**src/hdl/u16u8_pkg.sv**
```systemverilog
// Shared types, constants and the UTF-8 byte builder of the transcoder.
`default_nettype none
package u16u8_pkg;

  // Number of UTF-8 bytes a queued word expands to, minus one.
  typedef enum logic [1:0] {
    KIND_ONE   = 2'd0,
    KIND_TWO   = 2'd1,
    KIND_THREE = 2'd2,
    KIND_FOUR  = 2'd3
  } kind_t;

  // One queued word: a unit or a completed code point and its length.
  typedef struct packed {
    kind_t       kind;
    logic [20:0] value;
  } cmd_t;

  localparam logic [1:0] EncPass    = 2'd0;
  localparam logic [1:0] EncUtf16Le = 2'd1;
  localparam logic [1:0] EncUtf16Be = 2'd2;

  localparam logic [0:0] RegSourceEncoding = 1'b0;

  localparam int QueueDepth = 4;

  localparam logic [20:0] SupplementaryBase = 21'h10000;
  localparam logic [15:0] Limit1Byte        = 16'h0080;
  localparam logic [15:0] Limit2Byte        = 16'h0800;
  localparam logic [4:0]  SurrogateTop      = 5'b11011;

  // Byte number idx of the UTF-8 sequence for a queued word.
  function automatic logic [7:0] utf8_byte_of(input cmd_t c, input logic [1:0] idx);
    logic [1:0] rest;
    logic [5:0] bits;
    logic [7:0] b;
    rest = 2'(c.kind - idx);
    case (rest)
      2'd0:    bits = c.value[5:0];
      2'd1:    bits = c.value[11:6];
      2'd2:    bits = c.value[17:12];
      default: bits = 6'd0;
    endcase
    if (idx != 2'd0) begin
      b = {2'b10, bits};
    end else begin
      case (c.kind)
        KIND_ONE:   b = c.value[7:0];
        KIND_TWO:   b = {3'b110, c.value[10:6]};
        KIND_THREE: b = {4'b1110, c.value[15:12]};
        KIND_FOUR:  b = {5'b11110, c.value[20:18]};
        default:    b = 8'd0;
      endcase
    end
    return b;
  endfunction

endpackage
`default_nettype wire

```
**src/hdl/utf16_to_utf8_transcoder_top.sv**
```systemverilog
// Top level of the UTF-16 to UTF-8 transcoder with its register port.
// The transcoder takes one source byte per word on the input queue and gives
// UTF-8 bytes, one per word, on the result queue. The source_encoding register
// (byte address 0) selects pass-through (0, and also 3), UTF-16 little-endian
// (1) or big-endian (2). In UTF-16 modes two bytes make one code unit; a unit
// gives 1, 2 or 3 bytes, a surrogate unit is held and the next unit completes
// a 4-byte sequence. A word with end_of_string set drops any half unit or held
// surrogate once its own bytes are out. run_last marks the final byte that an
// input word caused. The front end accepts an input word every cycle as long
// as its word queue (QUEUE_DEPTH entries) has room; the back end delivers one
// result byte per cycle while words are queued and the receiver pops. In
// pass-through each input word causes one result byte; in UTF-16 modes an
// input byte causes, averaged over a unit, one half to one and a half result
// bytes. A word passes the word queue, the current-word and the output register.
// Write the register only while the block is idle.
`default_nettype none
module utf16_to_utf8_transcoder_top #(
  parameter int QUEUE_DEPTH = u16u8_pkg::QueueDepth
) (
  input  wire logic        clk,
  input  wire logic        rst,
  // Input queue side.
  input  wire logic        push,
  output logic             full,
  input  wire logic [7:0]  data_byte,
  input  wire logic        end_of_string,
  // Result queue side.
  output logic             empty,
  input  wire logic        pop,
  output logic [7:0]       utf8_byte,
  output logic             run_last,
  // Register port.
  input  wire logic        psel,
  input  wire logic        penable,
  input  wire logic        pwrite,
  input  wire logic [2:0]  paddr,
  input  wire logic [31:0] pwdata,
  output logic [31:0]      prdata,
  output logic             pready
);

  logic [1:0]       source_encoding;
  logic             reg_sel;
  logic             q_push;
  logic             q_full;
  logic             q_pop;
  logic             q_empty;
  u16u8_pkg::cmd_t  q_wr_data;
  u16u8_pkg::cmd_t  q_rd_data;

  // Register i sits at byte address 4*i, so bit 2 carries the index.
  assign pready  = 1'b1;
  assign reg_sel = (paddr[2] == u16u8_pkg::RegSourceEncoding);
  assign prdata  = reg_sel ? {30'd0, source_encoding} : 32'd0;

  always_ff @(posedge clk) begin
    if (rst) begin
      source_encoding <= u16u8_pkg::EncPass;
    end else if (psel && penable && pwrite && pready && reg_sel) begin
      source_encoding <= pwdata[1:0];
    end
  end

  u16u8_front u_front (
    .clk             (clk),
    .rst             (rst),
    .source_encoding (source_encoding),
    .push            (push),
    .full            (full),
    .data_byte       (data_byte),
    .end_of_string   (end_of_string),
    .q_full          (q_full),
    .q_push          (q_push),
    .q_data          (q_wr_data)
  );

  // The queue lets the front end keep taking bytes while the back end is
  // still spelling out a long sequence.
  u16u8_fifo #(
    .Depth (QUEUE_DEPTH)
  ) u_fifo (
    .clk     (clk),
    .rst     (rst),
    .wr_en   (q_push),
    .wr_data (q_wr_data),
    .full    (q_full),
    .rd_en   (q_pop),
    .rd_data (q_rd_data),
    .empty   (q_empty)
  );

  u16u8_back u_back (
    .clk       (clk),
    .rst       (rst),
    .q_empty   (q_empty),
    .q_data    (q_rd_data),
    .q_pop     (q_pop),
    .empty     (empty),
    .pop       (pop),
    .utf8_byte (utf8_byte),
    .run_last  (run_last)
  );

endmodule
`default_nettype wire

```
**src/hdl/u16u8_front.sv**
```systemverilog
// Front end: pairs bytes into units, tracks surrogates and queues words.
`default_nettype none
module u16u8_front (
  input  wire logic              clk,
  input  wire logic              rst,
  input  wire logic [1:0]        source_encoding,
  input  wire logic              push,
  output logic                   full,
  input  wire logic [7:0]        data_byte,
  input  wire logic              end_of_string,
  input  wire logic              q_full,
  output logic                   q_push,
  output u16u8_pkg::cmd_t        q_data
);

  logic [7:0]  held_first_byte;
  logic        byte_phase;
  logic        surrogate_pending;
  logic [9:0]  high_surrogate_bits;

  logic        accept;
  logic        utf16;
  logic        emit;
  logic        is_surrogate;
  logic [15:0] unit;

  assign full   = q_full;
  assign accept = push && !q_full;
  assign utf16  = (source_encoding == u16u8_pkg::EncUtf16Le) ||
                  (source_encoding == u16u8_pkg::EncUtf16Be);
  assign unit   = (source_encoding == u16u8_pkg::EncUtf16Le) ?
                  {data_byte, held_first_byte} : {held_first_byte, data_byte};
  assign is_surrogate = (unit[15:11] == u16u8_pkg::SurrogateTop);

  always_comb begin
    emit         = 1'b0;
    q_data.kind  = u16u8_pkg::KIND_ONE;
    q_data.value = {13'd0, data_byte};
    if (utf16) begin
      if (byte_phase) begin
        if (surrogate_pending) begin
          emit         = 1'b1;
          q_data.kind  = u16u8_pkg::KIND_FOUR;
          q_data.value = u16u8_pkg::SupplementaryBase +
                         {1'b0, high_surrogate_bits, unit[9:0]};
        end else if (unit < u16u8_pkg::Limit1Byte) begin
          emit         = 1'b1;
          q_data.value = {5'd0, unit};
        end else if (unit < u16u8_pkg::Limit2Byte) begin
          emit         = 1'b1;
          q_data.kind  = u16u8_pkg::KIND_TWO;
          q_data.value = {5'd0, unit};
        end else if (!is_surrogate) begin
          emit         = 1'b1;
          q_data.kind  = u16u8_pkg::KIND_THREE;
          q_data.value = {5'd0, unit};
        end
      end
    end else begin
      emit = 1'b1;
    end
  end

  assign q_push = accept && emit;

  always_ff @(posedge clk) begin
    if (rst) begin
      held_first_byte     <= 8'd0;
      byte_phase          <= 1'b0;
      surrogate_pending   <= 1'b0;
      high_surrogate_bits <= 10'd0;
    end else if (accept) begin
      if (end_of_string) begin
        held_first_byte     <= 8'd0;
        byte_phase          <= 1'b0;
        surrogate_pending   <= 1'b0;
        high_surrogate_bits <= 10'd0;
      end else if (utf16) begin
        if (!byte_phase) begin
          held_first_byte <= data_byte;
          byte_phase      <= 1'b1;
        end else begin
          held_first_byte <= 8'd0;
          byte_phase      <= 1'b0;
          if (surrogate_pending) begin
            surrogate_pending   <= 1'b0;
            high_surrogate_bits <= 10'd0;
          end else if (is_surrogate) begin
            surrogate_pending   <= 1'b1;
            high_surrogate_bits <= unit[9:0];
          end
        end
      end
    end
  end

endmodule
`default_nettype wire

```
**src/hdl/u16u8_fifo.sv**
```systemverilog
// Short register queue of words between front and back end.
`default_nettype none
module u16u8_fifo #(
  parameter int Depth = u16u8_pkg::QueueDepth
) (
  input  wire logic             clk,
  input  wire logic             rst,
  input  wire logic             wr_en,
  input  wire u16u8_pkg::cmd_t  wr_data,
  output logic                  full,
  input  wire logic             rd_en,
  output u16u8_pkg::cmd_t       rd_data,
  output logic                  empty
);

  localparam int PtrWidth = (Depth > 1) ? $clog2(Depth) : 1;
  localparam int CntWidth = $clog2(Depth + 1);
  localparam logic [PtrWidth-1:0] LastPtr = PtrWidth'(Depth - 1);
  localparam logic [CntWidth-1:0] FullCnt = CntWidth'(Depth);

  u16u8_pkg::cmd_t     entries [Depth];
  logic [PtrWidth-1:0] wr_ptr;
  logic [PtrWidth-1:0] rd_ptr;
  logic [CntWidth-1:0] count;
  logic                do_wr;
  logic                do_rd;

  assign full    = (count == FullCnt);
  assign empty   = (count == '0);
  assign do_wr   = wr_en && !full;
  assign do_rd   = rd_en && !empty;
  assign rd_data = entries[rd_ptr];

  always_ff @(posedge clk) begin
    if (do_wr) begin
      entries[wr_ptr] <= wr_data;
    end
  end

  always_ff @(posedge clk) begin
    if (rst) begin
      wr_ptr <= '0;
      rd_ptr <= '0;
      count  <= '0;
    end else begin
      if (do_wr) begin
        wr_ptr <= (wr_ptr == LastPtr) ? '0 : PtrWidth'(wr_ptr + 1'b1);
      end
      if (do_rd) begin
        rd_ptr <= (rd_ptr == LastPtr) ? '0 : PtrWidth'(rd_ptr + 1'b1);
      end
      if (do_wr && !do_rd) begin
        count <= CntWidth'(count + 1'b1);
      end else if (do_rd && !do_wr) begin
        count <= CntWidth'(count - 1'b1);
      end
    end
  end

endmodule
`default_nettype wire

```
**src/hdl/u16u8_back.sv**
```systemverilog
// Back end: expands queued words into UTF-8 bytes, one byte per cycle while the receiver pops.
`default_nettype none
module u16u8_back (
  input  wire logic             clk,
  input  wire logic             rst,
  input  wire logic             q_empty,
  input  wire u16u8_pkg::cmd_t  q_data,
  output logic                  q_pop,
  output logic                  empty,
  input  wire logic             pop,
  output logic [7:0]            utf8_byte,
  output logic                  run_last
);

  u16u8_pkg::cmd_t cur;
  logic            cur_valid;
  logic [1:0]      idx;
  logic            out_valid;

  logic            out_load;
  logic            cur_last;
  logic            cur_done;

  assign empty    = !out_valid;
  assign cur_last = (idx == cur.kind);
  assign out_load = cur_valid && (!out_valid || pop);
  assign cur_done = out_load && cur_last;
  assign q_pop    = !q_empty && (!cur_valid || cur_done);

  always_ff @(posedge clk) begin
    if (rst) begin
      cur_valid <= 1'b0;
      idx       <= 2'd0;
      out_valid <= 1'b0;
    end else begin
      if (out_load) begin
        out_valid <= 1'b1;
      end else if (pop) begin
        out_valid <= 1'b0;
      end
      if (q_pop) begin
        cur_valid <= 1'b1;
        idx       <= 2'd0;
      end else if (cur_done) begin
        cur_valid <= 1'b0;
        idx       <= 2'd0;
      end else if (out_load) begin
        idx <= 2'(idx + 1'b1);
      end
    end
  end

  always_ff @(posedge clk) begin
    if (q_pop) begin
      cur <= q_data;
    end
    if (out_load) begin
      utf8_byte <= u16u8_pkg::utf8_byte_of(cur, idx);
      run_last  <= cur_last;
    end
  end

endmodule
`default_nettype wire

```
**config.mk**
```make
export PLATFORM = sky130hd
export DESIGN_NAME = utf16_to_utf8_transcoder_top
export DESIGN_NICKNAME = d
export VERILOG_FILES = /design/src/hdl/u16u8_pkg.sv /design/src/hdl/utf16_to_utf8_transcoder_top.sv /design/src/hdl/u16u8_front.sv /design/src/hdl/u16u8_fifo.sv /design/src/hdl/u16u8_back.sv
export SDC_FILE = /design/constraint.sdc
export NUM_CORES = 1
export LEC_CHECK = 0
export ABC_AREA = 0
export BUFFER_PORTS_ARGS = -buffer_cell sky130_fd_sc_hd__buf_2
export CORE_ASPECT_RATIO = 0.5
export CORE_MARGIN = 3
export CORE_UTILIZATION = 39
export CTS_CLUSTER_SIZE = 12
export DETAILED_ROUTE_END_ITERATION = 6
export GPL_TIMING_DRIVEN = 0
export MAX_ROUTING_LAYER = met4
export PLACE_DENSITY = 0.6
export SYNTH_ARGS = -nofsm -noshare
export SYNTH_HDL_FRONTEND = slang
export SYNTH_SLANG_ARGS = --single-unit
```
**constraint.sdc**
```tcl
create_clock -name clk -period 9.8 [get_ports clk]
set_input_delay 0.98 -clock clk [delete_from_list [all_inputs] [get_ports clk]]
set_output_delay 0.98 -clock clk [all_outputs]
set_load 0.05 [all_outputs]
```
After elaboration in Yosys (flattened, before gate mapping)
Memories as Yosys holds them, arrays and structs flattened. A register that Yosys moved wholly into a read port is not among the register bits. Cells that the tools add are included.

Register bits: 42. Memory bits (writable): 92. Output and inout port bits: 44. Memories: 1.

Memory list: u_fifo.entries (depth 4, width 23, rd ports 1, clocked after memory_dff 1, wr ports 1, RTL line u16u8_fifo.sv:21) `u16u8_pkg::cmd_t entries [Depth];`.

Add/sub/neg operators: 7. $lt $le $gt $ge: 2. Equality and inequality tests: 12. Muxes and demuxes: 44. Bitwise gates (word level): 1. Reductions and logical operators: 35.

Operators by type and width (number): 23-bit 2-to-1 mux (5); 10-bit 2-to-1 mux (5); 8-bit one-hot mux with 4 select lines (1); 8-bit 2-to-1 mux (3); 17-bit by 20-bit adder with 21-bit output (first input constant) (1); 21-bit 2-to-1 mux (1); 1-bit 2-to-1 mux (20); 6-bit one-hot mux with 3 select lines (1); 16-bit by 12-bit < comparator with 1-bit output (second input constant) (1); 16-bit by 8-bit < comparator with 1-bit output (second input constant) (1); 16-bit 2-to-1 mux (1); 2-bit == test (second input constant) (6); 1-bit logical AND (12); 2-bit nonzero test (6); 2-bit 2-to-1 mux (4); 2-bit by 1-bit adder with 2-bit output (second input constant) (3); 2-bit by 1-bit == test with 1-bit output (second input constant) (3); 1-bit zero test (6); 3-bit 2-to-1 mux (2); 6-bit 2-to-1 mux (1); 5-bit == test (second input constant) (1); 2-bit zero test (2); 4-bit AND reduction (1); 3-bit by 1-bit adder with 3-bit output (second input constant) (1); other kinds (11) (13).

Longest topological paths before layout
Depth in word-level cells: 15. Mapped depth: 12. Mapped depth without buffers: 12.

Cells and area by module
A second synthesis with hierarchy kept.

Cells, all modules: 523. Area total of the unflattened synthesis: 7288.2 µm².

Modules (own cells, without submodules): u16u8_fifo (times used 1, cells an instance 170, area an instance 3803.6 µm², seq. area each 2942.8 µm²); u16u8_front (times used 1, cells an instance 202, area an instance 1571.5 µm², seq. area each 400.4 µm²); u16u8_back (times used 1, cells an instance 107, area an instance 1560.2 µm², seq. area each 1041.0 µm²); utf16_to_utf8_transcoder_top (times used 1, cells an instance 44, area an instance 352.8 µm², seq. area each 40.0 µm²).

Worst setup path before layout
OpenSTA, ideal clock, no wires.

Kind: input to register. Start point: in pop. End point: reg u_fifo.count[2]. Setup time: 0.071 ns. Arrival time: 3.121 ns. Slack: 6.609 ns. Stages on the path: 10. Path through: nand2b_1 nand3_1 a21oi_2 inv_1 ha_1 inv_1 fa_1 xor2_1 or3_1 a21oi_1.

Cells in the longest elaborated chain, start to end: 9.

RTL lines: start: declaration (RTL line utf16_to_utf8_transcoder_top.sv:29) `input wire logic pop,`; 1-bit logical OR (*) (RTL line u16u8_back.sv:26) `assign out_load = cur_valid && (!out_valid || pop);`; 1-bit logical AND (*) (RTL line u16u8_back.sv:26); 1-bit logical AND (*) (RTL line u16u8_back.sv:27) `assign cur_done = out_load && cur_last;`; 1-bit logical OR (*) (RTL line u16u8_back.sv:28) `assign q_pop = !q_empty && (!cur_valid || cur_done);`; 1-bit logical AND (*) (RTL line u16u8_back.sv:28); net q_pop (RTL line utf16_to_utf8_transcoder_top.sv:46) `logic q_pop;`; 1-bit logical AND (*) (RTL line u16u8_fifo.sv:31) `assign do_rd = rd_en && !empty;`; 1-bit zero test (RTL line u16u8_fifo.sv:52) `if (do_wr && !do_rd) begin`; 1-bit logical AND (RTL line u16u8_fifo.sv:52); 3-bit 2-to-1 mux / 2-bit nonzero test (equally long branches); end signal: assignment (RTL line u16u8_fifo.sv:53) `count <= CntWidth'(count + 1'b1);`; end signal: assignment (RTL line u16u8_fifo.sv:55) `count <= CntWidth'(count - 1'b1);`; end: declaration (RTL line u16u8_fifo.sv:24) `logic [CntWidth-1:0] count;`.

The timed path passes the listed nets; every way through them passes the cells marked *. A chain may end at the register's enable or synchronous reset.

Final worst setup path
Start point: reg, netlist name u_back.cur[21]. End point: reg u_fifo.count[2].

Cells in the longest elaborated chain, start to end: 8.

RTL lines: 2-bit == test (*) (RTL line u16u8_back.sv:25) `assign cur_last = (idx == cur.kind);`; 1-bit logical AND (*) (RTL line u16u8_back.sv:27); 1-bit logical OR (*) (RTL line u16u8_back.sv:28); 1-bit logical AND (*) (RTL line u16u8_back.sv:28); net q_pop (RTL line utf16_to_utf8_transcoder_top.sv:46); 1-bit logical AND (*) (RTL line u16u8_fifo.sv:31); 1-bit zero test (RTL line u16u8_fifo.sv:52); 1-bit logical AND (RTL line u16u8_fifo.sv:52); 3-bit 2-to-1 mux / 2-bit nonzero test (equally long branches).

Marks and branches as above.

==> metrics <==
outcome finished, final reports clean; vias in the first global route 4051; Cells after Synth 489; Tmin final 3.435 ns; fmax 0.2911 GHz; Area contributors post-synth edfxtp_1, dfxtp_1, mux4_2; GR Util All Layers 15.82%; crit path kind reg -> reg; setup violators final 0; # hold bufs at CTS 0; CTS sink cnt 157; VDD IR max 0.1461 mV; DPL Wire Length 10110 µm; insertion delay to the later sink of the worst-skew pair 0.43 ns; RSZ-0062 raised after global routing no; Hold Crit Class reg -> reg; Cell Area, Placed 0.007619 mm²; Power Dens Cells 265.4 mW/mm²; Worst-path clk slew 0.07 ns; die width 196.3 µm; post-synth top area share 52.75%; die area 0.01985 mm²; CTS H-tree depth 4; fin util 46.70%; PnR Total Power 2.178 mW; asr flop ratio synth 0%; largest net degree at the start of global routing 29; slowest CP cell a21oi_4; Syn-to-layout area delta 16.24%; Mapped Avg Cell Area 14.44 µm²; fin crit share 35.05%; layout cells sized above 1 23.97%; placed cell count 782; Crit path max-delay family compound AO/OA/AOI/OAI gates; cell row count 34; Slew HR 18.30%; final hold vios 0; CTS Buffer Depth 2; total grt overflow 0; Die Ht 101.1 µm; Post-DRT Antenna Nets 0; first-pass GRT wire length 22560 µm; Final Cell Area 0.008205 mm²; cell mode on critical path inv_1; total inserted antenna cells 0; core area 0.01757 mm²; Setup Skew 0.01587 ns; Least-Margin Pin Slew 1.226 ns; Layout Nets 630; #FFs+latches synth 157; EDFF count, synth 124; Crit path buffers/inverters 4; Yosys top cell by area edfxtp_1; max-cap violations 0; Crit. End Element flop; buffers added on ports 30; Setup Fix Bufs, Post-CTS 0; Final Non-Filler Cells 814; initial DRC count 318; Worst setup SP type flop; Post-synth top flop edfxtp_1; RePlAce Congestion 0.8425; post-DR vias/cell 5.004; Final Max Tran Viols 0; DRT Pass-1 Iters 5; Distinct cells, synth 55; final setup TNS 0 ns; total number of vias 4073; Synth warnings 0; post-CTS sizing 0; initial antenna violation count 0; residual DRC count 0; crit-path cells clkbuf_1 -> inv_1 -> ha_1 -> nand3_1 -> a21oi_4 -> inv_1 -> ha_1 -> inv_1 -> fa_1 -> xor2_1 -> or3_1 -> a21oi_1; CP required 10.15 ns; CTS Root Cell clkbuf_16; Syn Std Cell Area 0.007059 mm²; Critical Path AT 3.78 ns; DR WL/cell 17.90 µm; worst-path fanout max 28; I/O pin count 95; Num CTS Buffers 17; CTS tree done; Worst path max stage delay 0.75 ns; register area share after synthesis 62.11%; P_leak 2.963 nW; Initial Utilization 40.18%; DRT Wirelength 14570 µm
==> synthesized netlist by cell type, types with 6 or more instances <==
cell,count
mux2_1,9
nor2_1,27
and2_1,6
nand2_1,23
dfxtp_1,33
mux2i_1,28
inv_1,13
buf_4,32
mux4_2,26
edfxtp_1,124
o21ai_0,6
nand3_1,17
clkbuf_1,13
buf_2,7
o32ai_1,9
nand2b_1,16
a21oi_1,21
o21ai_1,7
ha_1,11
==> cell families after synthesis <==
family | synth area share (%)
buffers and inverters | 5.494
and+or+nand+nor | 9.553
other | 0.1064
xor gates and xnor gates | 0.8508
AOI/OAI and AO/OA | 5.601
muxes | 14.06
adders and majority gates | 2.233
DFF | 62.11
==> state kept, by name, indices dropped and copies added, names as in the netlist <==
signal                       count
u_back.utf8_byte                 8
u_fifo.count                     3
u_back.idx                       2
u_front.surrogate_pending        1
u_fifo.wr_ptr                    2
u_front.byte_phase               1
u_front.high_surrogate_bits     10
u_front.held_first_byte          8
u_fifo.entries                  92
u_back.out_valid                 1
u_back.cur_valid                 1
source_encoding                  2
u_fifo.rd_ptr                    2
u_back.run_last                  1
u_back.cur                      23
==> final timing paths <==
check / from / endpoint / slack (ns) / cells past startpoint
max reg2reg: u_back.cur[21] / u_fifo.count[2] / 6.37 / 12
max: u_back.cur[21] / u_fifo.count[2] / 6.37 / 12
min reg2reg: u_front.high_surrogate_bits[0] / u_front.high_surrogate_bits[0] / 0.50 / 2
min: u_front.high_surrogate_bits[0] / u_front.high_surrogate_bits[0] / 0.50 / 2
==> per-stage QoR <==
| step | hold WS (ns) | worst slack (ns) |
|---|---|---|
| finish | 0.4954 | 6.365 |
| global route | 0.5247 | 6.002 |
| CTS | 0.4971 | 6.317 |
| detailed placement | 0.4817 | 6.346 |
| global placement | 0.4773 | 5.948 |
| floorplan | 0.4605 | 6.609 |
==> cell usage in the layout (no fill, tap or decap), types with 3 or more instances in the layout <==
master      instances
edfxtp_1          124
buf_2              37
dfxtp_1            33
buf_4              32
conb_1             31
mux2i_1            28
nor2_1             27
mux4_2             26
nand2_1            23
a21oi_1            21
nand3_1            17
clkbuf_16          17
nand2b_1           16
clkbuf_1           14
inv_1              13
ha_1               11
mux2_1              9
o32ai_1             9
o21ai_1             7
o21ai_0             6
and2_1              6
nor3_1              5
or3_1               5
clkinvlp_4          5
xor2_1              4
a32oi_1             4
nor4_1              4
inv_6               4
and3_1              3
==> cell type report <==
type	instances	area (µm²)
buffer	54	339.1
clock buffer	18	429.2
clock inverter	14	157.7
fill	1553	9364
inverter	13	48.80
multi-input combinational	294	2404
sequential	157	4384
tap	234	292.8
timing repair buffer	30	150.1
==> metal layers <==
layer	track usage, %	part of all wire (%)	vias up
met4	5.638	1.5	0
met3	3.922	5.6	16
met1	21.46	48	1998
met2	23.38	45	107
met5	-	0	-
li1	-	-	1952
==> worst register-to-register path, stage by stage, from the launching register on <==
cell      delay [ns]
edfxtp_1        0.32
clkbuf_1        0.40
inv_1           0.17
ha_1            0.39
nand3_1         0.16
a21oi_4         0.75
inv_1           0.13
ha_1            0.26
inv_1           0.07
fa_1            0.18
xor2_1          0.08
or3_1           0.31
a21oi_1         0.14
==> report_power, final <==
group / total (mW) / internal, mW / switching (mW) / leakage [nW]
combinational: 0.588 / 0.219 / 0.368 / 1.23
sequential: 0.940 / 0.885 / 0.0551 / 1.46
clock: 0.650 / 0.379 / 0.271 / 0.272
Note: power is estimated with default switching activity, not from simulation.
